### src/hw/rtl/cbdf_pkg.sv
// Shared constants, register codes and pipeline types for the CCD
// bias/dark/flat correction block. No dependencies.
package cbdf_pkg;

    localparam int PIXEL_BITS = 16;
    localparam int COORD_BITS = 12;
    localparam int DARK_W     = 16;
    localparam int GAIN_W     = 16;
    localparam int EXP_W      = 16;
    localparam int OUT_W      = 32;
    localparam int PROD_W     = DARK_W + EXP_W;

    // magnitude of the Q.16 sum, its signed form, and the divider numerator
    localparam int MAG_W = ((PIXEL_BITS + 16 > PROD_W) ? PIXEL_BITS + 16 : PROD_W) + 1;
    localparam int V_W   = MAG_W + 1;
    localparam int NUM_W = MAG_W + 7;

    localparam int IN_W       = 2 * PIXEL_BITS + DARK_W + GAIN_W + 2 * COORD_BITS;
    localparam int IN_TDATA_W = ((IN_W + 7) / 8) * 8;
    localparam int CFG_W      = (COORD_BITS + 1 > EXP_W) ? COORD_BITS + 1 : EXP_W;

    localparam logic [GAIN_W-1:0] FLAT_THRESHOLD = GAIN_W'(16);
    localparam logic [GAIN_W-1:0] UNIT_DIV       = GAIN_W'(256);
    localparam logic [MAG_W-1:0]  RND_HALF       = MAG_W'(128);
    localparam logic [EXP_W-1:0]  EXPOSURE_RST   = EXP_W'(256);

    localparam logic [NUM_W-1:0] SAT_POS_LIM = {{(NUM_W-32){1'b0}}, 32'h7fff_ffff};
    localparam logic [NUM_W-1:0] SAT_NEG_LIM = {{(NUM_W-32){1'b0}}, 32'h8000_0000};

    typedef enum logic [2:0] {
        REG_EXPOSURE = 3'd0,
        REG_USE_BIAS = 3'd1,
        REG_USE_DARK = 3'd2,
        REG_USE_FLAT = 3'd3,
        REG_X_START  = 3'd4,
        REG_X_END    = 3'd5,
        REG_Y_START  = 3'd6,
        REG_Y_END    = 3'd7
    } cfg_reg_t;

    typedef struct packed {
        logic [EXP_W-1:0]    exposure;
        logic                use_bias;
        logic                use_dark;
        logic                use_flat;
        logic [COORD_BITS-1:0] x_start;
        logic [COORD_BITS:0]   x_end;
        logic [COORD_BITS-1:0] y_start;
        logic [COORD_BITS:0]   y_end;
    } cfg_t;

    // one word traveling down the divider cells
    typedef struct packed {
        logic              valid;
        logic              last;
        logic              applied;
        logic              status;
        logic              neg;
        logic [GAIN_W-1:0] dvsr;
        logic [GAIN_W-1:0] rem;
        logic [NUM_W-1:0]  work;
    } quo_word_t;

endpackage

### src/hw/rtl/cbdf_div_cell.sv
// One restoring-division cell: resolves one quotient bit per pass.
// Depends on cbdf_pkg.
module cbdf_div_cell (
    input  logic                clk,
    input  logic                rst_n,
    input  cbdf_pkg::quo_word_t in_word,
    output logic                in_ready,
    output cbdf_pkg::quo_word_t out_word,
    input  logic                out_ready
);
    import cbdf_pkg::*;

    quo_word_t         word_reg;
    quo_word_t         word_next;
    logic [GAIN_W:0]   trial;
    logic              ge;

    assign in_ready = !word_reg.valid || out_ready;

    always_comb
    begin
        trial     = {in_word.rem, in_word.work[NUM_W-1]};
        ge        = trial >= {1'b0, in_word.dvsr};
        word_next = in_word;
        word_next.rem  = ge ? GAIN_W'(trial - {1'b0, in_word.dvsr}) : trial[GAIN_W-1:0];
        word_next.work = {in_word.work[NUM_W-2:0], ge};
    end

    always_ff @(posedge clk or negedge rst_n)
    begin
        if (!rst_n)
        begin
            word_reg <= '0;
        end
        else if (in_ready)
        begin
            word_reg <= word_next;
        end
    end

    assign out_word = word_reg;

endmodule

### config.mk
export PLATFORM = sky130hd
export DESIGN_NAME = cbdf_div_cell
export DESIGN_NICKNAME = d
export VERILOG_FILES = /design/src/hw/rtl/cbdf_pkg.sv /design/src/hw/rtl/cbdf_div_cell.sv
export SDC_FILE = /design/constraint.sdc
export NUM_CORES = 1
export LEC_CHECK = 0
export BUFFER_PORTS_ARGS = -buffer_cell sky130_fd_sc_hd__buf_4
export CORE_MARGIN = 2
export CORE_UTILIZATION = 29
export CTS_CLUSTER_DIAMETER = 30
export DETAILED_ROUTE_END_ITERATION = 6
export PLACE_DENSITY = 0.52
export SYNTH_ARGS = -nofsm -noshare
export SYNTH_HDL_FRONTEND = slang
export SYNTH_SLANG_ARGS = --single-unit
### constraint.sdc
create_clock -name clk -period 2.04 [get_ports clk]
set_input_delay 0.408 -clock clk [delete_from_list [all_inputs] [get_ports clk]]
set_output_delay 0.408 -clock clk [all_outputs]
set_load 0.05 [all_outputs]
Word-level counts from Yosys, hierarchy flattened --
Cells that the tools add are included. Widths: inputs -> output; s select.
Storage, ports and cells: register bits after elaboration 77, input port bits 80, output and inout bits 78, word-level logic and storage cells 13
Cells by class: add/sub/neg operators 1, order comparisons 1, muxes and demuxes 1, reductions and logical operators 2
Operators with widths (count):
- $ge 17x16->1 | 1
- $mux 16 | 1
- $sub 16x16->16 | 1
- $logic_not 1->1 | 1
- $logic_or 1x1->1 | 1

Longest topological paths before layout --
depth after elaboration 2, gate-level depth with buffers 10, mapped depth without buffers 10

Worst setup path after synthesis --
OpenSTA, ideal clock, no wires.
path type in2reg, from input in_word[64] (netlist name), to register word_reg, in the netlist out_word[55], library setup time 0.077 ns, arrival time 2.320 ns, required time 1.963 ns, setup slack -0.357 ns, stages 8, buffers on the path 0, cells stage by stage inv_1 > ha_1 > and3_4 > nand3_1 > or3_1 > a41o_1 > or4_1 > a21oi_1
On the way: cells in the longest elaborated chain, start to end 2, elaborated cells on any way between the ends 3, classes of those cells 1 x add/sub; 1 x order compare; 1 x mux
RTL lines:
- start, declared | line cbdf_div_cell.sv:6 | input cbdf_pkg::quo_word_t in_word,
- $sub 16x16->16 or $ge 17x16->1 (tied branches) | line cbdf_div_cell.sv:25, cbdf_div_cell.sv:23
- $mux 16 (*) | line cbdf_div_cell.sv:25 | word_next.rem = ge ? GAIN_W'(trial - {1'b0, in_word.dvsr}) : trial[GAIN_W-1:0];
- end signal, assigned | line cbdf_div_cell.sv:37 | word_reg <= word_next;
- end, declared | line cbdf_div_cell.sv:13 | quo_word_t word_reg;
Every way passes the cells marked *; elsewhere a longest branch is shown, timed or not. A chain may end at the register's enable or synchronous reset.

Final worst setup path --
from input in_word[62] (netlist name), to register word_reg, in the netlist out_word[40]
On the way: cells in the longest elaborated chain, start to end 2
RTL lines:
- $ge 17x16->1 | line cbdf_div_cell.sv:23 | ge = trial >= {1'b0, in_word.dvsr};
- $mux 16 | line cbdf_div_cell.sv:25
No other way between the ends.

==> flow_summary.ini <==
[synth]
synth_nets = 539
yosys.area.top_type = dfrtp_1
syn_inst = 442
synthDistinctLibCells = 41
synth_top_area_share_pct = 50.39
syn_area_mm2 = 0.003824
syn_area_per_cell_um2 = 8.651
ys.flop_type = dfrtp_1
synth-seq-cells = 77
synth_edf_count = 0
async_flop_share_pct = 100.0
synthTopCellsByArea = dfrtp_1 (50%), nand2_1 (17%), ha_1 (5.2%), o21ai_0 (3.3%), mux2i_1 (2.4%)
ys_warn_count = 0
seq_area_frac_synth_pct = 50.39

[finish]
final_layout_size_suffix_gt1_share_pct = 43.83
largest_reg_flops = 77
design_area_mm2 = 0.006364
diodes = 0
fin_nets = 756
syn2layout_area_growth_pct = 66.43

[worst_setup_path]
r2r-start = out_word[76]
worst_setup_path_end_kind = flip-flop
slowest_delay_ps = 320
cp_slowest_cell = or3_1
critical_path_arrival_ps = 2270
crit_chain = buf_6 -> inv_6 -> ha_4 -> and3_4 -> nand3_4 -> or3_1 -> a41o_1 -> buf_6 -> buf_6 -> mux2i_1 -> mux2_4
crit_top_cell = buf_6
startpoint = in_word[62]
critPathKind = input port to flip-flop
cp.required_ps = 2270
startpoint_type = input port
path_max_fanout = 4

[die]
die_w_um = 118.8
rows = 41
die_h_um = 118.8
pin_count = 158
start_util_pct = 30.06
core_mm2 = 0.01272
die_area_mm2 = 0.01412

[drt]
wl_met2_um = 5623
wl_met1_um = 5148
final_antenna_net_count = 0
firstDrtPassIters = 4
vias = 3790
drtIter0Drc = 158
dr_wl_met3_um = 671
top_layer = met4
drt-total-wl_um = 11640
via_per_inst = 4.533
drc = 0
wl_per_cell_um = 13.92

[cts]
numClockSinks = 77
cts_tree = built
root_buffer = clkbuf_16
clk_path_buf_depth = 2
clkLatencyLatePin_ps = 340
clkSlewWorstSetupHoldPaths_ps = 60
htree_levels = 3
cts_inserted_buffers = 9

[power_and_ir_drop]
power_mw = 5.636
p_leak_nw = 3.225
ir_worst_vdd_mv = 0.3141
pwr_density_cell_mw_per_mm2 = 885.7

[sta]
fmax_mhz = 489.4
hold_viol_final = 0
fin_crit_ps = 2043
rsz0062_at_grt = yes
setup_viol = 1
drv_slew = 0
timing.final.ws_setup_ps = -3.250
slew_headroom_pct = 59.90
tightest_slew_ps = 601.5
fin_worst_skew_ps = 2.869
hold_ws_ps = 34.49
post-route-period-util_pct = 100.2

[placed_design]
numPortBuffers = 157
dpl_cell_area_mm2 = 0.005839
dpl.hpwl_um = 9023
routabilityCongestion = 0.8580
pre_cts_ws_ps = -517.1

[global_routing]
grt_max_degree = 64
grt_pass1_vias = 3816
grt_use_total_pct = 17.01
grt_overflow_total = 0
antenna_found_initial = 0
grt_pass1_wl_um = 19110

[flow_run]
maxCapViolCount = 0

[run_status]
violations = negative setup slack
status = finished, violations left

[worst_hold_path]
hp-class = input port to async pin
cells in the mapped netlist, drive strengths merged (4+ instances only):
cell type  count
nand2        171
dfrtp         77
o21ai         25
inv           18
a21oi         16
ha            16
clkbuf        14
nand3         13
nor2          12
mux2i          9
xnor2          6
a31oi          5
buf            5
nor3           5
o211ai         5
xor2           5
a21o           4
nand2b         4
nor2b          4
through the flow:
stage / setup TNS [ps] / std cells / util (%)
finish: -3.250 / 836 / 50.02
global route: -119.8 / 836 / 50.02
CTS: -102.3 / 831 / 49.11
detailed placement: -6153 / 813 / 45.90
global placement: -5560 / 813 / 45.90
floorplan: -300.4 / 442 / -
worst paths after layout:
check,cells after the start,slack [ps],end
hold / removal,1,30,out_word[8]
max in group asynchronous,2,1440,out_word[28]
hold reg to reg,2,460,out_word[19]
setup reg to reg,4,550,out_word[40]
setup / recovery,11,-3,out_word[40]
min in group clk,2,260,out_word[76]
critical path, delay by kind of cell:
kind                       cells  cell delay, ps
buffers and inverters          4             350
and+or+nand+nor                3             590
muxes                          2             380
AOI/OAI and AO/OA              1             250
adders and majority gates      1             270
layout make-up:
type,count,area (um^2)
Sequential cell,77,1927
Timing Repair Buffer,225,1754
Clock inverter,3,67.56
Clock buffer,13,260.3
Multi-Input combinational cell,328,2027
Tap cell,172,215.2
Fill cell,1253,6359
Inverter,18,112.6
routing by layer:
layer | up-vias | track usage, %
met5 | - | 0
met4 | 0 | 6.101
met3 | 14 | 4.215
met2 | 121 | 28.20
met1 | 1761 | 21.52
li1 | 1894 | -
report_power, final:
group	leakage, nW	switching (mW)	internal [mW]
clock network	0.156	0.609	1.14
logic	2.15	1.28	0.779
registers	0.922	0.107	1.72
total	3.23	2.00	3.64
cells by family (layout without fill, tap and decap cells):
kind of cell             Yosys count  after routing  synth area share [%]
AO/OA/AOI/OAI                     70             70                 11.36
XOR/XNOR                          11             11                 2.520
adder cells (fa/ha/maj)           17             17                 5.759
buffers and inverters             37            259                 3.697
flip-flops                        77             77                 50.39
multiplexers                      10             10                 2.651
AND/OR/NAND/NOR                  220            220                 23.63
what timing repair did:
action,4_1_cts,5_1_grt
hold buffers,0,0
resized for setup,17,19
setup endpoints to repair,12,17
setup buffers,3,5
pin swaps,13,10
layout by cell type (no fill, tap or decap), drive strengths merged, types with 2 or more instances in the layout:
cell type,instances
a31oi,5
inv,18
a211o,2
or3,2
nor2b,4
nand2,171
a21oi,16
o21ai,25
ha,16
mux2i,9
bufinv,2
nand2b,4
o31ai,2
and2,3
buf,225
o21a,2
a21o,4
nor3,5
o211ai,5
nor2,12
dfrtp,77
nand3,13
or2,2
xor2,5
o311ai,2
xnor2,6
clkbuf,13
Power figures use the tool's default switching activity.
