[src/hw/rtl/cbdf_pkg.sv]
// Shared constants, register codes and pipeline types for the CCD
// bias/dark/flat correction block. No dependencies.
package cbdf_pkg;

    localparam int PIXEL_BITS = 16;
    localparam int COORD_BITS = 12;
    localparam int DARK_W     = 16;
    localparam int GAIN_W     = 16;
    localparam int EXP_W      = 16;
    localparam int OUT_W      = 32;
    localparam int PROD_W     = DARK_W + EXP_W;

    // magnitude of the Q.16 sum, its signed form, and the divider numerator
    localparam int MAG_W = ((PIXEL_BITS + 16 > PROD_W) ? PIXEL_BITS + 16 : PROD_W) + 1;
    localparam int V_W   = MAG_W + 1;
    localparam int NUM_W = MAG_W + 7;

    localparam int IN_W       = 2 * PIXEL_BITS + DARK_W + GAIN_W + 2 * COORD_BITS;
    localparam int IN_TDATA_W = ((IN_W + 7) / 8) * 8;
    localparam int CFG_W      = (COORD_BITS + 1 > EXP_W) ? COORD_BITS + 1 : EXP_W;

    localparam logic [GAIN_W-1:0] FLAT_THRESHOLD = GAIN_W'(16);
    localparam logic [GAIN_W-1:0] UNIT_DIV       = GAIN_W'(256);
    localparam logic [MAG_W-1:0]  RND_HALF       = MAG_W'(128);
    localparam logic [EXP_W-1:0]  EXPOSURE_RST   = EXP_W'(256);

    localparam logic [NUM_W-1:0] SAT_POS_LIM = {{(NUM_W-32){1'b0}}, 32'h7fff_ffff};
    localparam logic [NUM_W-1:0] SAT_NEG_LIM = {{(NUM_W-32){1'b0}}, 32'h8000_0000};

    typedef enum logic [2:0] {
        REG_EXPOSURE = 3'd0,
        REG_USE_BIAS = 3'd1,
        REG_USE_DARK = 3'd2,
        REG_USE_FLAT = 3'd3,
        REG_X_START  = 3'd4,
        REG_X_END    = 3'd5,
        REG_Y_START  = 3'd6,
        REG_Y_END    = 3'd7
    } cfg_reg_t;

    typedef struct packed {
        logic [EXP_W-1:0]    exposure;
        logic                use_bias;
        logic                use_dark;
        logic                use_flat;
        logic [COORD_BITS-1:0] x_start;
        logic [COORD_BITS:0]   x_end;
        logic [COORD_BITS-1:0] y_start;
        logic [COORD_BITS:0]   y_end;
    } cfg_t;

    // one word traveling down the divider cells
    typedef struct packed {
        logic              valid;
        logic              last;
        logic              applied;
        logic              status;
        logic              neg;
        logic [GAIN_W-1:0] dvsr;
        logic [GAIN_W-1:0] rem;
        logic [NUM_W-1:0]  work;
    } quo_word_t;

endpackage

[src/hw/rtl/cbdf_front.sv]
// Front end: dark product, Q.16 sum, sign/magnitude and numerator setup.
// Depends on cbdf_pkg.
module cbdf_front (
    input  logic                           clk,
    input  logic                           rst_n,
    input  cbdf_pkg::cfg_t                 cfg,
    input  logic                           in_valid,
    output logic                           in_ready,
    input  logic [cbdf_pkg::PIXEL_BITS-1:0] raw_pixel,
    input  logic [cbdf_pkg::PIXEL_BITS-1:0] bias_pixel,
    input  logic [cbdf_pkg::DARK_W-1:0]     dark_rate,
    input  logic [cbdf_pkg::GAIN_W-1:0]     flat_gain,
    input  logic [cbdf_pkg::COORD_BITS-1:0] col,
    input  logic [cbdf_pkg::COORD_BITS-1:0] row,
    input  logic                           last_pixel,
    output cbdf_pkg::quo_word_t            out_word,
    input  logic                           out_ready
);
    import cbdf_pkg::*;

    logic                  s1_valid_reg, s2_valid_reg, s3_valid_reg;
    logic                  r1, r2, r3;
    logic [PIXEL_BITS-1:0] s1_raw_reg, s1_bias_reg, s2_raw_reg;
    logic [PROD_W-1:0]     s1_prod_reg;
    logic [GAIN_W-1:0]     s1_gain_reg, s2_gain_reg;
    logic                  s1_div_reg, s1_status_reg, s1_last_reg;
    logic                  s2_div_reg, s2_status_reg, s2_last_reg;
    logic [V_W-1:0]        s2_v_reg;
    quo_word_t             s3_word_reg;

    logic                  in_zone, zone_all;
    logic                  s1_div_next, s1_status_next;
    logic [PROD_W-1:0]     prod_next;
    logic [V_W-1:0]        v_next;
    logic [MAG_W-1:0]      mag;
    logic                  neg;
    quo_word_t             s3_word_next;

    assign r3       = !s3_valid_reg || out_ready;
    assign r2       = !s2_valid_reg || r3;
    assign r1       = !s1_valid_reg || r2;
    assign in_ready = r1;

    always_comb
    begin
        zone_all = (cfg.x_end == {1'b0, cfg.x_start});
        in_zone  = zone_all ||
                   (col >= cfg.x_start && {1'b0, col} < cfg.x_end &&
                    row >= cfg.y_start && {1'b0, row} < cfg.y_end);
        s1_status_next = cfg.use_flat && !cfg.use_bias;
        s1_div_next    = cfg.use_flat && cfg.use_bias && in_zone &&
                         (flat_gain > FLAT_THRESHOLD);
        prod_next      = cfg.use_dark ? PROD_W'(dark_rate * cfg.exposure) : '0;
    end

    always_ff @(posedge clk or negedge rst_n)
    begin
        if (!rst_n)
        begin
            s1_valid_reg <= 1'b0;
        end
        else if (r1)
        begin
            s1_valid_reg <= in_valid;
        end
    end

    always_ff @(posedge clk)
    begin
        if (r1)
        begin
            s1_raw_reg    <= raw_pixel;
            s1_bias_reg   <= cfg.use_bias ? bias_pixel : '0;
            s1_prod_reg   <= prod_next;
            s1_gain_reg   <= flat_gain;
            s1_div_reg    <= s1_div_next;
            s1_status_reg <= s1_status_next;
            s1_last_reg   <= last_pixel;
        end
    end

    // Q.16 sum: (raw - bias) * 2^16 - dark * exposure
    assign v_next = V_W'({s1_raw_reg, 16'b0}) - V_W'({s1_bias_reg, 16'b0})
                    - V_W'(s1_prod_reg);

    always_ff @(posedge clk or negedge rst_n)
    begin
        if (!rst_n)
        begin
            s2_valid_reg <= 1'b0;
        end
        else if (r2)
        begin
            s2_valid_reg <= s1_valid_reg;
        end
    end

    always_ff @(posedge clk)
    begin
        if (r2)
        begin
            s2_v_reg      <= v_next;
            s2_raw_reg    <= s1_raw_reg;
            s2_gain_reg   <= s1_gain_reg;
            s2_div_reg    <= s1_div_reg;
            s2_status_reg <= s1_status_reg;
            s2_last_reg   <= s1_last_reg;
        end
    end

    // Fold every case into one rounded division: rejected frames divide raw * 2^16 by 256,
    // flat pixels divide |v| * 2^6 + gain/2 by the gain, plain pixels divide |v| + 128 by 256.
    always_comb
    begin
        neg = s2_v_reg[V_W-1] && !s2_status_reg;
        mag = s2_v_reg[V_W-1] ? MAG_W'(-s2_v_reg) : s2_v_reg[MAG_W-1:0];
        s3_word_next         = '0;
        s3_word_next.valid   = s2_valid_reg;
        s3_word_next.last    = s2_last_reg;
        s3_word_next.applied = s2_div_reg;
        s3_word_next.status  = s2_status_reg;
        s3_word_next.neg     = neg;
        if (s2_status_reg)
        begin
            s3_word_next.work = NUM_W'({s2_raw_reg, 16'b0});
            s3_word_next.dvsr = UNIT_DIV;
        end
        else if (s2_div_reg)
        begin
            s3_word_next.work = NUM_W'({mag, 6'b0}) + NUM_W'(s2_gain_reg >> 1);
            s3_word_next.dvsr = s2_gain_reg;
        end
        else
        begin
            s3_word_next.work = NUM_W'(mag) + NUM_W'(RND_HALF);
            s3_word_next.dvsr = UNIT_DIV;
        end
    end

    always_ff @(posedge clk or negedge rst_n)
    begin
        if (!rst_n)
        begin
            s3_valid_reg <= 1'b0;
        end
        else if (r3)
        begin
            s3_valid_reg <= s2_valid_reg;
        end
    end

    always_ff @(posedge clk)
    begin
        if (r3)
        begin
            s3_word_reg <= s3_word_next;
        end
    end

    always_comb
    begin
        out_word       = s3_word_reg;
        out_word.valid = s3_valid_reg;
    end

endmodule

[config.mk]
export PLATFORM = sky130hd
export DESIGN_NAME = cbdf_front
export DESIGN_NICKNAME = d
export VERILOG_FILES = /design/src/hw/rtl/cbdf_pkg.sv /design/src/hw/rtl/cbdf_front.sv
export SDC_FILE = /design/constraint.sdc
export NUM_CORES = 1
export LEC_CHECK = 0
export BUFFER_PORTS_ARGS = -buffer_cell sky130_fd_sc_hd__buf_2
export CORE_UTILIZATION = 50
export CTS_CLUSTER_SIZE = 16
export DETAILED_ROUTE_END_ITERATION = 8
export GPL_TIMING_DRIVEN = 1
export PLACE_DENSITY = 0.82
export SKIP_LAST_GASP = 1
export SYNTH_ARGS = -nofsm -noshare
export SYNTH_HDL_FRONTEND = slang
export SYNTH_SLANG_ARGS = --single-unit
[constraint.sdc]
create_clock -name clk -period 5.25 [get_ports clk]
set_input_delay 0.525 -clock clk [delete_from_list [all_inputs] [get_ports clk]]
set_output_delay 0.525 -clock clk [all_outputs]
set_load 0.03 [all_outputs]
* After elaboration in Yosys (flattened, before gate mapping)
Cells that the tools add are included.
Storage, ports and cells: register bits 215, input bits 162, output and inout port bits 78, logic and storage cells 57
Cells by class: add/sub/neg operators 5, multiply operators 1, magnitude comparators 5, equality and inequality tests 1, muxes and demuxes 3, bitwise operators 1, reduce and logical (&&, ||, !) cells 18
Operators by type and width (number):
- $add A39 B15 Y40 | 1
- $mux W40 | 1
- $add A33 B8 Y34 const B | 1
- $sub A33 B33 Y34 | 1
- $mux W33 | 1
- $neg A33 Y33 | 1
- $sub A32 B32 Y33 | 1
- $mul A16 B16 Y32 | 1
- $mux W32 | 1
- $lt A12 B13 Y1 | 2
- $ge A12 B12 Y1 | 2
- $gt A16 B5 Y1 const B | 1
- $eq A13 B12 Y1 | 1
- $logic_and A1 B1 Y1 | 8
- $logic_not A1 Y1 | 5
- $logic_or A1 B1 Y1 | 4
- $reduce_or A2 Y1 | 1
- $not A1 Y1 | 1

* Depth between registers and ports, before layout
depth in word-level cells 7, depth in mapped cells 24, gate-level depth less buffers 23

* Worst setup path after synthesis
Ideal clock, no wire load.
kind input -> register, from in cfg[62] (netlist bit), to reg s1_prod_reg[31], data pin, setup time 0.257 ns, arrival time 5.987 ns, required time 4.993 ns, path slack -0.994 ns, stages 22, path buffers 1, path through clkbuf_1 nand2_1 fa_1 inv_1 fa_1 inv_1 fa_1 inv_1 fa_1 fa_1 inv_1 fa_1 inv_1 ha_1 o21ai_0 a211o_1 a2111oi_0 o2111ai_1 nand3_1 o41a_1 mux2i_1 nand2_1
Between the ends: word-level cells in the longest chain between the ends 1
RTL lines:
- start: declaration | RTL line cbdf_front.sv:6 | input cbdf_pkg::cfg_t cfg,
- $mul A16 B16 Y32 | RTL line cbdf_front.sv:53 | prod_next = cfg.use_dark ? PROD_W'(dark_rate * cfg.exposure) : '0;
- end signal: assignment | RTL line cbdf_front.sv:74 | s1_prod_reg <= prod_next;
- end: declaration | RTL line cbdf_front.sv:24 | logic [PROD_W-1:0] s1_prod_reg;
Every way passes these cells. A chain may end at the register's enable or synchronous reset.

* Final worst setup path
from in cfg[57] (netlist bit), to reg s1_prod_reg[29], data pin
The elaborated chain is that of the path after synthesis.

==> impl_metrics.csv <==
group,metric,value,unit
status,status,"finished, violations left",
status,failed_checks,"negative setup slack",
synth,synth_fa_ha_area_share,29.77,%
detailed_routing,post_drt_wl_per_cell,17.35,um
timing,maxSlewHeadroom,38.09,%
floorplanning,initial_utilization,50.74,%
final_layout,regArea,6441,sq um
min_path,hold_path_class,"primary input to flip-flop",
synth,synth_cell_types,76,
detailed_routing,route.detailed.drc,0,
synth,synth-seq-cells,215,
critical_path,worstPathArrival,5.84,ns
cts,clk_pin_slew,0.06,ns
critical_path,crit_fanout,9,
power,p_leak,0.01182,uW
final_layout,largest_register_ffs,60,
power,powerDensity,740.8,nW/um^2
detailed_routing,drt_pass1_iterations,5,
cts,cts_tree,"yes",
synth,synth-compound-area-share,9.455,%
synth,synthSimpleGateAreaFrac,16.20,%
synth,syn_avg_cell_area,9.880,sq um
final_layout,layout-drive-gt1-share,23.23,%
cts,htree_levels,1,
grt,grt_pass1_wl,86270,um
timing,rsz0062_at_grt,"yes",
floorplanning,die-area,43490,sq um
grt,overflow,0,
synth,synth-edff-count,212,
run,max_cap_viol_count,0,
synth,synth_xor_area_share,6.241,%
final_layout,fillers,3365,
power,total_power,19170,uW
timing,hold_slack,0.1916,ns
critical_path,cp.required,5.50,ns
detailed_routing,drt_iter0_markers,1173,
floorplanning,coreArea,42040,sq um
cts,cts.sinks,215,
critical_path,startpoint_type,"primary input",
cts,cts_root_buffer,"clkbuf_16",
timing,hold_viol_final,0,
final_layout,multiInputGateArea,13870,sq um
synth,yosys_warnings,0,
synth,synth_top_family_by_area,"adder cells",
detailed_routing,postRouteAntennaNets,0,
placed_design,gp_congestion,0.9496,
critical_path,path_class,"primary input to flip-flop",
final_layout,diodes,0,
final_layout,post-route-util,61.56,%
synth,synth.area.mux_share,0.4692,%
timing,fin_crit,5.587,ns
power,ir_drop,0.8552,mV
grt,grt_max_degree,71,
timing,worst_slack,-0.3373,ns
timing,skew,0.009907,ns
floorplanning,fp.dieW,208.6,um
cts,cts_made_buffers,23,
placed_design,hpwlAfterDp,42780,um
grt,grtUsageTotal,24.58,%
synth,ys_seq_area_share,30.20,%
critical_path,end_kind,"flip-flop",
final_layout,fin_nets,3076,
final_layout,final_common_cell,"inv_1",
floorplanning,num_rows,75,
cts,clock_path_buffers,3,
synth,synth-async-reset-ratio,1.395,%
synth,synthCells,2159,
timing,tightest_slew,0.9286,ns
synth,syn_area,21330,sq um
detailed_routing,vias,16809,
timing,drv_slew,0,
final_layout,area_delta_synth_final,21.32,%
placed_design,dp_slack,-1.087,ns
floorplanning,io_pins,240,
detailed_routing,wirelength,53410,um
grt,antenna_found_initial,1,
cts,clk_latency,0.50,ns
grt,grt_pass1_vias,17398,
final_layout,mostFrequentLayoutCells,"inv_1 (303), edfxtp_1 (212), nand2_1 (204)",
timing,fin_crit_sh,106.4,%
placed_design,io_buffers,223,
timing,setup_viol,14,
detailed_routing,drt-vias-per-instance,5.459,
floorplanning,die_h,208.6,um
synth,synth_ff_type,"edfxtp_1",
timing,max_freq,179.0,MHz
-- cell usage after synthesis (all sizes together), types with 25 or more instances --
| master | n | area [sq um] |
|---|---|---|
| nor3 | 45 | 225.2 |
| edfxtp | 212 | 6366 |
| fa | 196 | 3924 |
| a21oi | 68 | 340.3 |
| and2 | 168 | 1051 |
| ha | 194 | 2427 |
| xor2 | 71 | 621.9 |
| clkbuf | 58 | 217.7 |
| nand2 | 216 | 810.8 |
| inv | 333 | 1250 |
| o21ai | 68 | 340.3 |
| xnor2 | 81 | 709.4 |
| nor2 | 102 | 382.9 |
| nand2b | 25 | 156.4 |
-- power by group --
part,internal [uW],switching [uW]
clock network,1010,670
logic,6990,7500
registers,2670,330
-- stage by stage --
| stage | setup TNS [ns] | area, sq um | instances |
|---|---|---|---|
| floorplan | -3.553 | 21920 | 2174 |
| global placement | -12.50 | 24320 | 3006 |
| detailed placement | -14.25 | 24320 | 3006 |
| CTS | -2.280 | 25580 | 3065 |
| global route | -5.568 | 25880 | 3079 |
| finish | -2.827 | 25880 | 3079 |
-- worst paths after layout --
check / startpoint / endpoint / slack [ns] / cells after the start
max: cfg[57] / s1_prod_reg[29] / -0.34 / 22
min: last_pixel / s1_last_reg / 0.19 / 1
max reg2reg: s2_v_reg[0] / out_word[39] / 0.87 / 11
min reg2reg: s1_gain_reg[9] / s2_gain_reg[9] / 0.42 / 0
max in group asynchronous: rst_n / s2_valid_reg / 4.80 / 2
min in group asynchronous: rst_n / s3_valid_reg / 0.34 / 2
-- kinds of logic (layout without fill, tap and decap cells) --
logic type	Yosys count	count (layout)
AND/OR/NAND/NOR	676	676
buffers and inverters	413	779
adder cells (fa/ha/maj)	390	390
AO/OA/AOI/OAI	302	302
flip-flops	215	215
XOR/XNOR	152	152
multiplexers	10	10
other	1	16
-- final cells by class --
type	instances	area share (%)
multi-input combinational	1546	53.59
clock inverter	17	0.7929
sequential	215	24.89
timing repair buffer	405	11.05
clock buffer	24	2.239
tap	539	2.606
inverter	333	4.830
-- timing repair --
action	CTS	global route
pin swaps	62	57
gates resized for setup	103	61
endpoints found under the hold margin	3	0
hold buffers	1	0
endpoints found under the setup margin	14	17
gates cloned	0	1
setup buffers	17	18
-- worst max-delay path: stages --
cell	delay, ns
buf_12	0.12
buf_12	0.13
and2_4	0.13
fa_1	0.52
inv_1	0.05
fa_2	0.54
fa_2	0.45
fa_1	0.55
inv_2	0.04
fa_1	0.52
inv_2	0.04
fa_1	0.51
inv_2	0.05
ha_4	0.15
a21o_1	0.22
a31oi_4	0.20
a2111oi_4	0.12
o2111ai_2	0.19
nand3_2	0.11
o41a_1	0.43
xnor2_1	0.17
nor2_1	0.06
-- routing by layer --
| layer | share of wire (%) | global-route usage [%] | vias to the layer above |
|---|---|---|---|
| li1 | - | - | 7934 |
| met1 | 41 | 31.49 | 8222 |
| met2 | 51 | 44.31 | 532 |
| met3 | 4.9 | 2.309 | 119 |
| met4 | 2.8 | 6.668 | 2 |
| met5 | 0.032 | 0 | - |
Note: power is estimated with default switching activity, not from simulation.
